$ cat config.mk
export PLATFORM = sky130hd
export DESIGN_NAME = mvm_ctrl
export DESIGN_NICKNAME = d
export VERILOG_FILES = /design/src/hdl/mvm_pkg.sv /design/src/hdl/mvm_ctrl.sv
export VERILOG_INCLUDE_DIRS = /design/src /design/src/hdl
export SDC_FILE = /design/constraint.sdc
export NUM_CORES = 1
export LEC_CHECK = 0
export BUFFER_PORTS_ARGS = -buffer_cell sky130_fd_sc_hd__buf_2
export CAP_MARGIN = 0
export CORE_AREA = 2 2 39 41
export DETAILED_ROUTE_END_ITERATION = 10
export DIE_AREA = 0 0 41 43
export SYNTH_ARGS = -nofsm -noshare
export SYNTH_HDL_FRONTEND = slang
export SYNTH_SLANG_ARGS = --single-unit
export TNS_END_PERCENT = 5
$ cat constraint.sdc
create_clock -name clk -period 2.34 [get_ports clk]
set_clock_uncertainty 0.2 [all_clocks]
set_input_delay 0.468 -clock clk [delete_from_list [all_inputs] [get_ports clk]]
set_output_delay 0.468 -clock clk [all_outputs]
set_load 0.02 [all_outputs]
$ cat src/hdl/matrix_vector_multiply_defines.svh
// ---------------------------------------------------------------------------
// Assertion macros for the matrix-vector multiply block.
// Simulation builds get concurrent assertions that report through $error;
// synthesis builds get empty bodies.
// ---------------------------------------------------------------------------
`ifndef MATRIX_VECTOR_MULTIPLY_DEFINES_SVH
`define MATRIX_VECTOR_MULTIPLY_DEFINES_SVH

`ifndef SYNTHESIS

// The property must hold at every clock edge outside reset.
`define MVM_ASSERT(lbl, clk, rstn, prop, msg) \
	lbl: assert property (@(posedge clk) disable iff (!rstn) prop) else $error(msg);

// The condition must never be true at a clock edge outside reset.
`define MVM_ASSERT_NEVER(lbl, clk, rstn, cond, msg) \
	lbl: assert property (@(posedge clk) disable iff (!rstn) !(cond)) else $error(msg);

`else

`define MVM_ASSERT(lbl, clk, rstn, prop, msg)
`define MVM_ASSERT_NEVER(lbl, clk, rstn, cond, msg)

`endif

`endif

$ cat src/hdl/mvm_pkg.sv
// ---------------------------------------------------------------------------
// mvm_pkg
// Shared types, constants and helpers of the matrix-vector multiply block.
// ---------------------------------------------------------------------------
package mvm_pkg;

	localparam int MAX_ROWS_DEF   = 64;
	localparam int MAX_COLS_DEF   = 64;
	localparam int DATA_WIDTH_DEF = 16;

	localparam int CFG_W  = 7;   // size registers and element count
	localparam int IDX_W  = 6;   // row and column index fields
	localparam int DOT_W  = 32;  // Q16.16 result
	localparam int ACC_W  = 64;  // saturating accumulator

	localparam logic [CFG_W-1:0] CFG_RESET   = 7'd64;
	localparam logic [CFG_W-1:0] COUNT_LIMIT = 7'd127;

	// Configuration register indexes.
	localparam logic CFG_ROWS = 1'b0;
	localparam logic CFG_COLS = 1'b1;

	typedef enum logic [1:0] {
		STAT_OK  = 2'd0,
		STAT_LEN = 2'd1,
		STAT_IDX = 2'd2
	} status_t;

	// Commands from the controller to the datapath.
	typedef struct packed {
		logic wr_weight;  // store the request's weight entry
		logic wr_vector;  // store the request's element and count it
		logic cnt_clr;    // close the open vector
		logic cap_err;    // capture row and code of an error result
		logic row_clr;
		logic row_inc;
		logic col_clr;
		logic issue;      // read one weight and one element, step the column
		logic load_ok;    // load a dot product into the result register
		logic load_err;   // load the captured error into the result register
	} cmd_t;

	// Status from the datapath to the controller.
	typedef struct packed {
		logic is_vec;
		logic is_last;
		logic idx_bad;
		logic len_bad;
		logic col_last;
		logic row_last;
		logic pipe_busy;
		logic out_free;
	} sts_t;

	// A size of zero acts as one, a size above the maximum as the maximum.
	function automatic logic [CFG_W-1:0] clamp_size(input logic [CFG_W-1:0] v,
			input int unsigned max_size);
		logic [CFG_W-1:0] r;
		if (v == '0) begin
			r = CFG_W'(1);
		end else if (32'(v) > max_size) begin
			r = CFG_W'(max_size);
		end else begin
			r = v;
		end
		return r;
	endfunction

endpackage

$ cat src/hdl/mvm_ctrl.sv
// ---------------------------------------------------------------------------
// mvm_ctrl
// Controller: takes requests, steers weight and element writes, and walks
// the rows and columns of a product pass.
// ---------------------------------------------------------------------------
`include "matrix_vector_multiply_defines.svh"

module mvm_ctrl import mvm_pkg::*; (
	input  logic clk,
	input  logic arst_n,
	input  logic req_valid,
	output logic req_stall,
	input  sts_t sts,
	output cmd_t cmd
);

	typedef enum logic [4:0] {
		S_IDLE  = 5'b00001,
		S_ERR   = 5'b00010,
		S_ISSUE = 5'b00100,
		S_DRAIN = 5'b01000,
		S_EMIT  = 5'b10000
	} state_t;

	state_t state_q, state_d;

	always_ff @(posedge clk or negedge arst_n) begin
		if (!arst_n) begin
			state_q <= S_IDLE;
		end else begin
			state_q <= state_d;
		end
	end

	assign req_stall = (state_q != S_IDLE);

	always_comb begin
		state_d = state_q;
		cmd     = '0;
		case (state_q)
			S_IDLE: begin
				if (req_valid) begin
					if (!sts.is_vec) begin
						if (sts.idx_bad) begin
							cmd.cap_err = 1'b1;
							state_d     = S_ERR;
						end else begin
							cmd.wr_weight = 1'b1;
						end
					end else begin
						cmd.wr_vector = 1'b1;
						if (sts.is_last) begin
							cmd.cnt_clr = 1'b1;
							if (sts.len_bad) begin
								cmd.cap_err = 1'b1;
								state_d     = S_ERR;
							end else begin
								cmd.row_clr = 1'b1;
								cmd.col_clr = 1'b1;
								state_d     = S_ISSUE;
							end
						end
					end
				end
			end
			S_ERR: begin
				if (sts.out_free) begin
					cmd.load_err = 1'b1;
					state_d      = S_IDLE;
				end
			end
			S_ISSUE: begin
				cmd.issue = 1'b1;
				if (sts.col_last) begin
					state_d = S_DRAIN;
				end
			end
			S_DRAIN: begin
				if (!sts.pipe_busy) begin
					state_d = S_EMIT;
				end
			end
			S_EMIT: begin
				if (sts.out_free) begin
					cmd.load_ok = 1'b1;
					if (sts.row_last) begin
						state_d = S_IDLE;
					end else begin
						cmd.row_inc = 1'b1;
						cmd.col_clr = 1'b1;
						state_d     = S_ISSUE;
					end
				end
			end
			default: begin
				state_d = S_IDLE;
			end
		endcase
	end

	`MVM_ASSERT(a_load_when_free, clk, arst_n, (cmd.load_ok || cmd.load_err) |-> sts.out_free, "result loaded over a waiting result")
	`MVM_ASSERT(a_load_after_drain, clk, arst_n, cmd.load_ok |-> !sts.pipe_busy, "dot product loaded before the pipeline drained")
	`MVM_ASSERT_NEVER(a_write_and_load, clk, arst_n, (cmd.wr_weight || cmd.wr_vector) && (cmd.load_ok || cmd.load_err), "store write during a result load")

endmodule

==> impl_metrics.env, run 1 <==
export IMPL_utilization_pct=43.8
export IMPL_hold_path_startpoint="sts[3]"
export IMPL_power_switching_mw=0.162
export IMPL_final_layout_size_suffix_gt1_share_pct=46.8
export IMPL_finish_net_count=89
export IMPL_stdcell_count=93
export IMPL_fin_hold_ws_ps=234
export IMPL_final_hpwl_dp_um=846
export IMPL_clock_sinks=5
export IMPL_die_y_um=43
export IMPL_setup_violations=0
export IMPL_netSwitchingFraction_pct=39.6
export IMPL_port_buffer_count=21
export IMPL_multi_input_area_um2=275
export IMPL_synth_xor_xnor_area_share_pct=2.05
export IMPL_dominantRegCellSynth="sky130_fd_sc_hd__dfrtp_1"
export IMPL_crit_reg_reg_endpoint="state_q[0]"
export IMPL_rows=14
export IMPL_place_detailed_instances=87
export IMPL_power_density_nw_per_um2=674
export IMPL_grt_pass1_wl_mm=1.74
export IMPL_flow_area_growth_from_synthesis_pct=41.9
export IMPL_gr_total_overflow=0
export IMPL_regToRegSetupSlack_ps=840
export IMPL_synth_top_cells_by_area="sky130_fd_sc_hd__dfrtp_1, sky130_fd_sc_hd__nor2_1, sky130_fd_sc_hd__dfstp_2, sky130_fd_sc_hd__buf_6, sky130_fd_sc_hd__nor4_4"
export IMPL_clock_transition_at_path_regs_ps=50
export IMPL_layout_top_registers="state_q: 5 flops"
export IMPL_maximum_net_fanout_on_the_critical_path=8
export IMPL_rr_worst_depth=5
export IMPL_holdPathEnd="state_q[3]"
export IMPL_yosysMostFrequentCell="sky130_fd_sc_hd__nor2_1"
export IMPL_gp_routability_congestion=0.724
export IMPL_route_layer_met1_wl_um=484
export IMPL_cp_end_kind="output pin"
export IMPL_antenna_cells_inserted=0
export IMPL_fill_cells=149
export IMPL_clock_insertion_delay_worst_skew_ps=250
export IMPL_timing_max_transition_violations_final=0
export IMPL_vdd_ir_drop_worst_uv=388
export IMPL_synth_top_family_by_area="simple AND/OR/NAND/NOR gates"
export IMPL_yosysWarningCount=0
export IMPL_final_seq_area_um2=128
export IMPL_required_ps=1670
export IMPL_netlist_instances=50
export IMPL_detailedRoute_firstIterationViolations=7
export IMPL_post_synth_mux_area_share_pct=0
export IMPL_metal3_wl_um=58
export IMPL_grt_max_degree=10
export IMPL_mappedNetlistNets=61
export IMPL_outcome="completed"
export IMPL_synthDominantCellAreaShare_pct=23.5
export IMPL_synth_area_leader_cell="sky130_fd_sc_hd__dfrtp_1"
export IMPL_maxSlewHeadroom_pct=81.9
export IMPL_post_synth_cell_area_avg_um2=8.53
export IMPL_report_final_hold_viol_count=0
export IMPL_post_drt_wl_per_cell_um=11.4
export IMPL_worstHoldPathCells=3
export IMPL_worstMarginPinSlew_ps=268
export IMPL_synth_common_cells="sky130_fd_sc_hd__nor2_1, sky130_fd_sc_hd__nand2_1, sky130_fd_sc_hd__a21oi_1, sky130_fd_sc_hd__dfrtp_1, sky130_fd_sc_hd__inv_1"
export IMPL_num_io_pins=22
export IMPL_post_synth_and_or_nand_nor_area_fraction_pct=44.0
export IMPL_cts_root_buffer_cell="sky130_fd_sc_hd__clkbuf_4"
export IMPL_power_sequential_fraction_pct=32.9
export IMPL_pwr_share_comb_pct=42.3
export IMPL_largest_register_ff_count=5
export IMPL_routed_via_density=4.88
export IMPL_synth_compound_gate_area_share_pct=16.4
export IMPL_cts_buffer_depth=2
export IMPL_drtPass1Iterations=4
export IMPL_asyncSetResetFlopFracSynth_pct=100
export IMPL_cellLeakagePower_nw=0.315
export IMPL_initial_antenna_violation_count=0
export IMPL_ant_nets=0
export IMPL_startpoint_class="flip-flop"
export IMPL_die_area_um2=1760
export IMPL_tritoncts_num_buffers=3
export IMPL_die_extent_in_x_um=41
export IMPL_largest_register="state_q"
export IMPL_internal_power_mw=0.247
export IMPL_maxUsedRoutingLayer="met4"
export IMPL_synth_adder_area_share_pct=0
export IMPL_timing_setup_critical_path_class="flip-flop to output pin"
export IMPL_pwr_share_clk_pct=24.7
export IMPL_dr_total_vias=454
export IMPL_floorplan_core_area_um2=1380
export IMPL_tritoncts="yes"
export IMPL_synth_seq_cells=5
export IMPL_mappedNetlistArea_um2=427
export IMPL_origin_of_the_critical_flop_to_flop_path="state_q[4]"
export IMPL_wl_met2_um=493
export IMPL_netlist_cell_type_count=26
export IMPL_ctsHtreeMaxLevel=1
export IMPL_effective_utilization_at_floorplan_pct=30.8
export IMPL_timing_final_crit_share_pct=96.9
export IMPL_crit_arrival_ps=1600
export IMPL_groute_usage_overall_pct=15.5
export IMPL_drt_total_wl_mm=1.06
export IMPL_post_layout_min_period_ps=2270
export IMPL_hold_path_class="primary input to flip-flop"
export IMPL_maxCapViolations=0
export IMPL_drcViolationCount=0
export IMPL_ys_seq_area_share_pct=29.6
export IMPL_number_of_global_route_vias_before_repair=402
export IMPL_number_of_enable_flip_flop_cells_after_synthesis=0
export IMPL_max_clock_freq_mhz=441
export IMPL_rsz_0062_raised_after_global_routing="true"
through the flow:
step	setup slack [ps]	cell area [um^2]	power [mW]	setup TNS, ps
floorplan	140	427	0.244	0
global placement	291	544	0.294	0
detailed placement	247	544	0.293	0
CTS	44.8	583	0.398	0
global route	-26.5	606	0.438	-26.5
finish	72.2	606	0.408	0
critical path: stages (launching register included):
cell and delay [ps]:
sky130_fd_sc_hd__dfrtp_2 450, sky130_fd_sc_hd__or3_4 420, sky130_fd_sc_hd__nor4_4 200, sky130_fd_sc_hd__or2_1 160, sky130_fd_sc_hd__buf_6 110
power by group through the flow:
| stage | clock network (mW) | registers [mW] | logic (mW) |
|---|---|---|---|
| 2_1_floorplan | 0 | 0.126 | 0.117 |
| 3_3_place_gp | 0 | 0.132 | 0.163 |
| 3_5_place_dp | 0 | 0.132 | 0.161 |
| 4_1_cts | 0.104 | 0.131 | 0.163 |
| 5_1_grt | 0.114 | 0.138 | 0.187 |
| 6_report | 0.101 | 0.134 | 0.173 |
timing repair:
| action | in CTS | in global routing |
|---|---|---|
| hold buffers | 1 | 0 |
| setup endpoints to repair | 1 | 2 |
| gates resized for setup | 1 | 3 |
| cloned | 0 | 0 |
| pin swaps | 1 | 2 |
| buffers inserted | 0 | 1 |
| endpoints found under the hold margin | 4 | 0 |
worst max-delay path by stage:
stage                from  endpoint  slack, ps  cells past startpoint
2_1_floorplan  state_q[4]    cmd[3]        140                      5
3_3_place_gp   state_q[2]    cmd[3]        290                      4
3_5_place_dp   state_q[2]    cmd[3]        250                      4
4_1_cts        state_q[4]    cmd[3]         40                      5
5_1_grt        state_q[3]    cmd[3]        -30                      5
6_report       state_q[2]    cmd[3]         70                      4
cell families (layout without fill, tap and decap cells):
| kind of cell | Yosys count | in the layout |
|---|---|---|
| xor gates and xnor gates | 1 | 1 |
| AOI/OAI and AO/OA | 11 | 11 |
| DFF | 5 | 5 |
| buffers and inverters | 5 | 32 |
| and+or+nand+nor | 28 | 28 |
cell usage in the layout, fill, tap and decap left out, drive strengths merged, types with 3 or more instances in the layout:
cell / n
buf: 24
nor2: 8
nand2: 5
a21oi: 4
dfrtp: 4
nor3: 4
inv: 3
clkbuf: 3
layout make-up:
cell class                 instances  share of cell area, %
multi-input combinational         40                   45.5
timing repair buffer              25                   23.8
sequential                         5                   21.1
clock buffer                       3                   3.72
tap                               16                   3.31
inverter                           3                   1.86
clock inverter                     1                  0.826
per-layer routing:
layer  vias to the layer above  GRT usage (%)
met1                       200           20.0
li1                        233              -
met5                         -              0
met3                         2           3.66
met4                         0           16.0
met2                        19           19.1
(Power assumes the default switching activity.)
==> inputs of run 2 (changes only) <==
--- a/config.mk
+++ b/config.mk
@@ -11,6 +11,7 @@
 export CORE_AREA = 2 2 39 41
 export DETAILED_ROUTE_END_ITERATION = 10
 export DIE_AREA = 0 0 41 43
+export MAX_ROUTING_LAYER = met4
 export SYNTH_ARGS = -nofsm -noshare
 export SYNTH_HDL_FRONTEND = slang
 export SYNTH_SLANG_ARGS = --single-unit
==> run 2 against run 1 <==
First-iteration DRC count fell by 57%. Flip-flop and latch count did not move. Non-clock buffer count did not move. Clock power barely moved. Register-to-register slack barely moved. Die area did not move. Critical path depth did not move. Global-route usage rose by 0.38 points. Critical path type unchanged. Critical endpoint unchanged.
==> impl_metrics.env, run 2 (synthesis gave the netlist of run 1 again) <==
export IMPL_routed_via_density=4.84
export IMPL_cts_buffer_depth=2
export IMPL_critPathSlowestCell="sky130_fd_sc_hd__dfrtp_2"
export IMPL_die_area_um2=1760
export IMPL_post_drt_wl_per_cell_um=11.4
export IMPL_timing_final_crit_share_pct=97.0
export IMPL_worstMarginPinSlew_ps=268
export IMPL_max_clock_freq_mhz=441
export IMPL_post_layout_min_period_ps=2270
export IMPL_antenna_cells_inserted=0
export IMPL_origin_of_the_critical_flop_to_flop_path="state_q[4]"
export IMPL_netSwitchingFraction_pct=39.6
export IMPL_postPlaceCellArea_um2=544
export IMPL_layout_cells_most_common_list="sky130_fd_sc_hd__buf_2, sky130_fd_sc_hd__nor2_1, sky130_fd_sc_hd__nand2_1"
export IMPL_drcViolationCount=0
export IMPL_dr_total_vias=450
export IMPL_number_of_global_route_vias_before_repair=400
export IMPL_maximum_net_fanout_on_the_critical_path=8
export IMPL_floorplan_core_area_um2=1380
export IMPL_rows=14
export IMPL_vdd_ir_drop_worst_uv=389
export IMPL_tritoncts_num_buffers=3
export IMPL_final_design_area_no_fill_um2=606
export IMPL_ctsHtreeMaxLevel=1
export IMPL_timing_setup_critical_path_class="flip-flop to output pin"
export IMPL_final_layout_size_suffix_gt1_share_pct=46.8
export IMPL_required_ps=1670
export IMPL_pwr_share_clk_pct=24.8
export IMPL_timing_max_transition_violations_final=0
export IMPL_report_final_hold_viol_count=0
export IMPL_route_layer_met1_wl_um=490
export IMPL_outcome="completed"
export IMPL_num_io_pins=22
export IMPL_maxSlewHeadroom_pct=81.9
export IMPL_hold_path_class="primary input to flip-flop"
export IMPL_finish_net_count=89
export IMPL_grt_max_degree=10
export IMPL_clock_sinks=5
export IMPL_gr_total_overflow=0
export IMPL_critical_path_cell_chain="or3_4 > nor4_4 > or2_1 > buf_6"
export IMPL_drt_total_wl_mm=1.06
export IMPL_clock_insertion_delay_worst_skew_ps=250
export IMPL_largest_register_ff_count=5
export IMPL_hold_path_startpoint="sts[3]"
export IMPL_drtPass1Iterations=4
export IMPL_maxUsedRoutingLayer="met4"
export IMPL_power_sequential_fraction_pct=33.0
export IMPL_final_seq_area_um2=128
export IMPL_flow_area_growth_from_synthesis_pct=41.9
export IMPL_groute_usage_overall_pct=15.8
export IMPL_clock_transition_at_path_regs_ps=50
export IMPL_multi_input_area_um2=275
export IMPL_layout_cells_most_common="sky130_fd_sc_hd__buf_2"
export IMPL_port_buffer_count=21
export IMPL_die_extent_in_x_um=41
export IMPL_ant_nets=0
export IMPL_effective_utilization_at_floorplan_pct=30.8
export IMPL_die_y_um=43
export IMPL_cts_root_buffer_cell="sky130_fd_sc_hd__clkbuf_4"
export IMPL_internal_power_mw=0.247
export IMPL_tritoncts="yes"
export IMPL_power_density_nw_per_um2=674
export IMPL_largest_register="state_q"
export IMPL_startpoint_class="flip-flop"
export IMPL_gp_routability_congestion=0.733
export IMPL_crit_arrival_ps=1600
export IMPL_power_switching_mw=0.161
export IMPL_maxCapViolations=0
export IMPL_pwr_share_comb_pct=42.3
export IMPL_wl_met2_um=487
export IMPL_setup_worst_path_start="state_q[2]"
export IMPL_fill_cells=149
export IMPL_initial_antenna_violation_count=0
export IMPL_grt_pass1_wl_mm=1.74
export IMPL_cp_end_kind="output pin"
export IMPL_regToRegSetupSlack_ps=840
export IMPL_worst_stage_delay_on_the_critical_path_ps=450
export IMPL_layout_top_registers="state_q: 5 flops"
export IMPL_setup_violations=0
export IMPL_detailedRoute_firstIterationViolations=3
export IMPL_metal3_wl_um=58
export IMPL_power_mw=0.408
export IMPL_final_hpwl_dp_um=846
export IMPL_cellLeakagePower_nw=0.315
export IMPL_rsz_0062_raised_after_global_routing="true"
run 2: layout make-up:
cell class	instances	area share (%)
Multi-Input combinational cell	40	45.5
Timing Repair Buffer	25	23.8
Sequential cell	5	21.1
Clock buffer	3	3.72
Tap cell	16	3.31
Inverter	3	1.86
Clock inverter	1	0.826
run 2: power by group through the flow:
stage	Combinational (mW)	Clock, mW	Sequential (mW)
global route	0.187	0.114	0.138
global placement	0.163	0	0.132
CTS	0.163	0.104	0.131
floorplan	0.117	0	0.126
finish	0.172	0.101	0.134
detailed placement	0.161	0	0.132
run 2: path summary, 6_finish.rpt:
check / to / depth (start not counted)
max: cmd[3] / 4
min: state_q[3] / 3
max reg2reg: state_q[0] / 5
min reg2reg: state_q[0] / 2
max in group asynchronous: state_q[0] / 2
min in group asynchronous: state_q[3] / 2
run 2: repair_timing:
item | 4_1_cts | 5_1_grt
endpoints found under the setup margin | 1 | 2
hold buffers | 1 | 0
gates resized for setup | 1 | 3
pin swaps | 1 | 2
buffers inserted | 0 | 1
hold endpoints to repair | 4 | 0
run 2: critical path: cells and delay by family (launching register included):
family | cells | cell delay [ps]
buffers and inverters | 1 | 110
flip-flops | 1 | 450
AND/OR/NAND/NOR | 3 | 780
run 2: routing by layer:
metal	track usage [%]	vias to the layer above
met5	-	-
met3	3.14	2
met4	16.0	0
met1	20.3	195
li1	-	234
met2	19.1	19
run 2: per-stage QoR:
step,TNS [ps],utilization [%],std cells,worst slack (ps),hold WS [ps]
3_5_place_dp,0,39.3,87,247,93.4
5_1_grt,-26.5,43.8,93,-26.5,258
3_3_place_gp,0,39.3,87,291,93.3
4_1_cts,0,42.1,92,44.8,224
2_1_floorplan,0,-,50,140,-27.6
6_report,0,43.8,93,70.1,234
==> inputs of run 3 (changes only) <==
--- a/config.mk
+++ b/config.mk
@@ -12,6 +12,8 @@
 export DETAILED_ROUTE_END_ITERATION = 10
 export DIE_AREA = 0 0 41 43
 export MAX_ROUTING_LAYER = met4
+export PLACE_DENSITY = 0.7
+export REMOVE_ABC_BUFFERS = 1
 export SYNTH_ARGS = -nofsm -noshare
 export SYNTH_HDL_FRONTEND = slang
 export SYNTH_SLANG_ARGS = --single-unit
==> run 3 against run 2 <==
Combinational power rose by 33%. Routed wire length rose by 2.3%. Critical path depth did not move. Sequential share of layout area fell by 0.92 points. Power rose by 10%. Die area did not move. Global-route usage fell by 0.31 points. Worst setup slack got worse by 22 ps. Via count rose by 5.8%. Cell count rose by 2.2%. Flip-flop and latch count did not move. Register-to-register slack barely moved. Critical path type unchanged. Largest power group unchanged.
==> impl_metrics.env, run 3 (synthesis gave the netlist of run 1 again) <==
export IMPL_outcome="completed"
export IMPL_final_layout_size_suffix_gt1_share_pct=48.1
export IMPL_ctsHtreeMaxLevel=1
export IMPL_worstHoldPathCells=3
export IMPL_tritoncts="yes"
export IMPL_routed_via_density=5.01
export IMPL_rows=14
export IMPL_crit_reg_reg_endpoint="state_q[2]"
export IMPL_final_seq_area_um2=129
export IMPL_largest_register_ff_count=5
export IMPL_regToRegSetupSlack_ps=830
export IMPL_power_density_nw_per_um2=703
export IMPL_critical_path_n_buffers_inverters=1
export IMPL_finish_net_count=91
export IMPL_drt_total_wl_mm=1.08
export IMPL_drcViolationCount=0
export IMPL_required_ps=1670
export IMPL_critical_path_cell_chain="or3_4 > nor4_4 > or2_1 > buf_6"
export IMPL_cellLeakagePower_nw=0.332
export IMPL_die_y_um=43
export IMPL_clock_insertion_delay_worst_skew_ps=240
export IMPL_antenna_cells_inserted=0
export IMPL_gr_total_overflow=0
export IMPL_rsz_0062_raised_after_global_routing="true"
export IMPL_maxSlewHeadroom_pct=81.8
export IMPL_die_extent_in_x_um=41
export IMPL_timing_final_crit_share_pct=97.9
export IMPL_timing_setup_tns_ps=0
export IMPL_power_sequential_fraction_pct=27.5
export IMPL_die_area_um2=1760
export IMPL_pwr_share_clk_pct=21.5
export IMPL_flow_area_growth_from_synthesis_pct=49.9
export IMPL_layout_cells_most_common="sky130_fd_sc_hd__buf_2"
export IMPL_clock_transition_at_path_regs_ps=40
export IMPL_dr_total_vias=476
export IMPL_cts_buffer_depth=2
export IMPL_effective_utilization_at_floorplan_pct=30.8
export IMPL_max_clock_freq_mhz=436
export IMPL_fill_cells=144
export IMPL_startpoint_class="flip-flop"
export IMPL_grt_pass1_wl_mm=1.77
export IMPL_worst_path_dominant_cell_family="simple AND/OR/NAND/NOR gates"
export IMPL_post_drt_wl_per_cell_um=11.4
export IMPL_gp_routability_congestion=0.789
export IMPL_final_design_area_no_fill_um2=639
export IMPL_post_layout_min_period_ps=2290
export IMPL_port_buffer_count=21
export IMPL_largest_register="state_q"
export IMPL_ant_nets=0
export IMPL_clock_sinks=5
export IMPL_initial_antenna_violation_count=0
export IMPL_timing_setup_critical_path_class="flip-flop to output pin"
export IMPL_grt_max_degree=10
export IMPL_postPlaceCellArea_um2=544
export IMPL_detailedRoute_firstIterationViolations=5
export IMPL_vdd_ir_drop_worst_uv=325
export IMPL_rr_worst_depth=3
export IMPL_origin_of_the_critical_flop_to_flop_path="state_q[0]"
export IMPL_power_switching_mw=0.168
export IMPL_num_io_pins=22
export IMPL_cp_end_kind="output pin"
export IMPL_layout_cells_most_common_list="sky130_fd_sc_hd__buf_2, sky130_fd_sc_hd__nor2_1, sky130_fd_sc_hd__nand2_1"
export IMPL_worstMarginPinSlew_ps=270
export IMPL_final_hpwl_dp_um=850
export IMPL_maximum_net_fanout_on_the_critical_path=3
export IMPL_floorplan_core_area_um2=1380
export IMPL_groute_usage_overall_pct=15.5
export IMPL_layout_top_registers="state_q: 5 flops"
export IMPL_number_of_global_route_vias_before_repair=418
export IMPL_report_final_hold_viol_count=0
export IMPL_worst_stage_delay_on_the_critical_path_ps=410
export IMPL_crit_arrival_ps=1620
export IMPL_timing_max_transition_violations_final=0
export IMPL_critPathSlowestCell="sky130_fd_sc_hd__or3_4"
export IMPL_maxCapViolations=0
export IMPL_hold_path_class="primary input to flip-flop"
export IMPL_drtPass1Iterations=4
export IMPL_tritoncts_num_buffers=3
export IMPL_holdPathEnd="state_q[3]"
export IMPL_cts_root_buffer_cell="sky130_fd_sc_hd__clkbuf_4"
export IMPL_internal_power_mw=0.281
export IMPL_hold_path_startpoint="sts[3]"
export IMPL_netSwitchingFraction_pct=37.4
export IMPL_setup_violations=0
export IMPL_pwr_share_comb_pct=51.0
export IMPL_multi_input_area_um2=282
==> run 3: final cells by class <==
cell class | instances | area share (%)
multi-input combinational | 40 | 44.0
timing repair buffer | 27 | 26.8
sequential | 5 | 20.2
clock buffer | 4 | 4.11
tap | 16 | 3.13
inverter | 3 | 1.76
==> run 3: worst register-to-register path: cells and delay by family, from the launching register on <==
kind,cells,cell delay (ps)
compound gates,1,290
buf+inv,1,120
simple gates,1,220
flops,1,560
==> run 3: through the flow <==
step | utilization [%] | hold WS [ps] | cells | power (mW) | setup slack, ps
3_5_place_dp | 39.3 | 85.1 | 87 | 0.300 | 215
2_1_floorplan | - | -27.6 | 48 | 0.242 | 110
3_3_place_gp | 39.3 | 81.8 | 87 | 0.295 | 274
5_1_grt | 46.2 | 259 | 95 | 0.479 | -15.7
6_report | 46.2 | 237 | 95 | 0.449 | 48.3
4_1_cts | 43.1 | 237 | 92 | 0.412 | 14.3
==> run 3: repair_timing <==
action	CTS	global route
pin swaps	1	5
gates resized for setup	3	3
hold endpoints to repair	4	0
buffers inserted	0	3
setup endpoints to repair	1	1
hold buffers	1	0
==> run 3: worst max path at each step <==
stage | cells past startpoint | from | endpoint
after floorplan | 4 | state_q[3] | cmd[3]
after global placement | 5 | state_q[4] | cmd[3]
after detailed placement | 5 | state_q[4] | cmd[3]
after CTS | 5 | state_q[4] | cmd[3]
after global routing | 4 | state_q[0] | cmd[3]
final | 4 | state_q[0] | cmd[3]
==> run 3: layer usage <==
metal | vias up | GRT usage [%] | wire, um
li1 | 238 | - | -
met1 | 216 | 19.3 | 466
met2 | 20 | 20.9 | 519
met3 | 2 | 4.71 | 81
met4 | 0 | 10.0 | 14
met5 | - | - | 0
==> run 3: power groups by stage <==
stage / Combinational (mW) / Clock (mW) / Sequential, mW
2_1_floorplan: 0.115 / 0 / 0.128
6_report: 0.229 / 0.0964 / 0.124
3_3_place_gp: 0.164 / 0 / 0.131
5_1_grt: 0.247 / 0.106 / 0.126
4_1_cts: 0.179 / 0.100 / 0.134
3_5_place_dp: 0.167 / 0 / 0.133
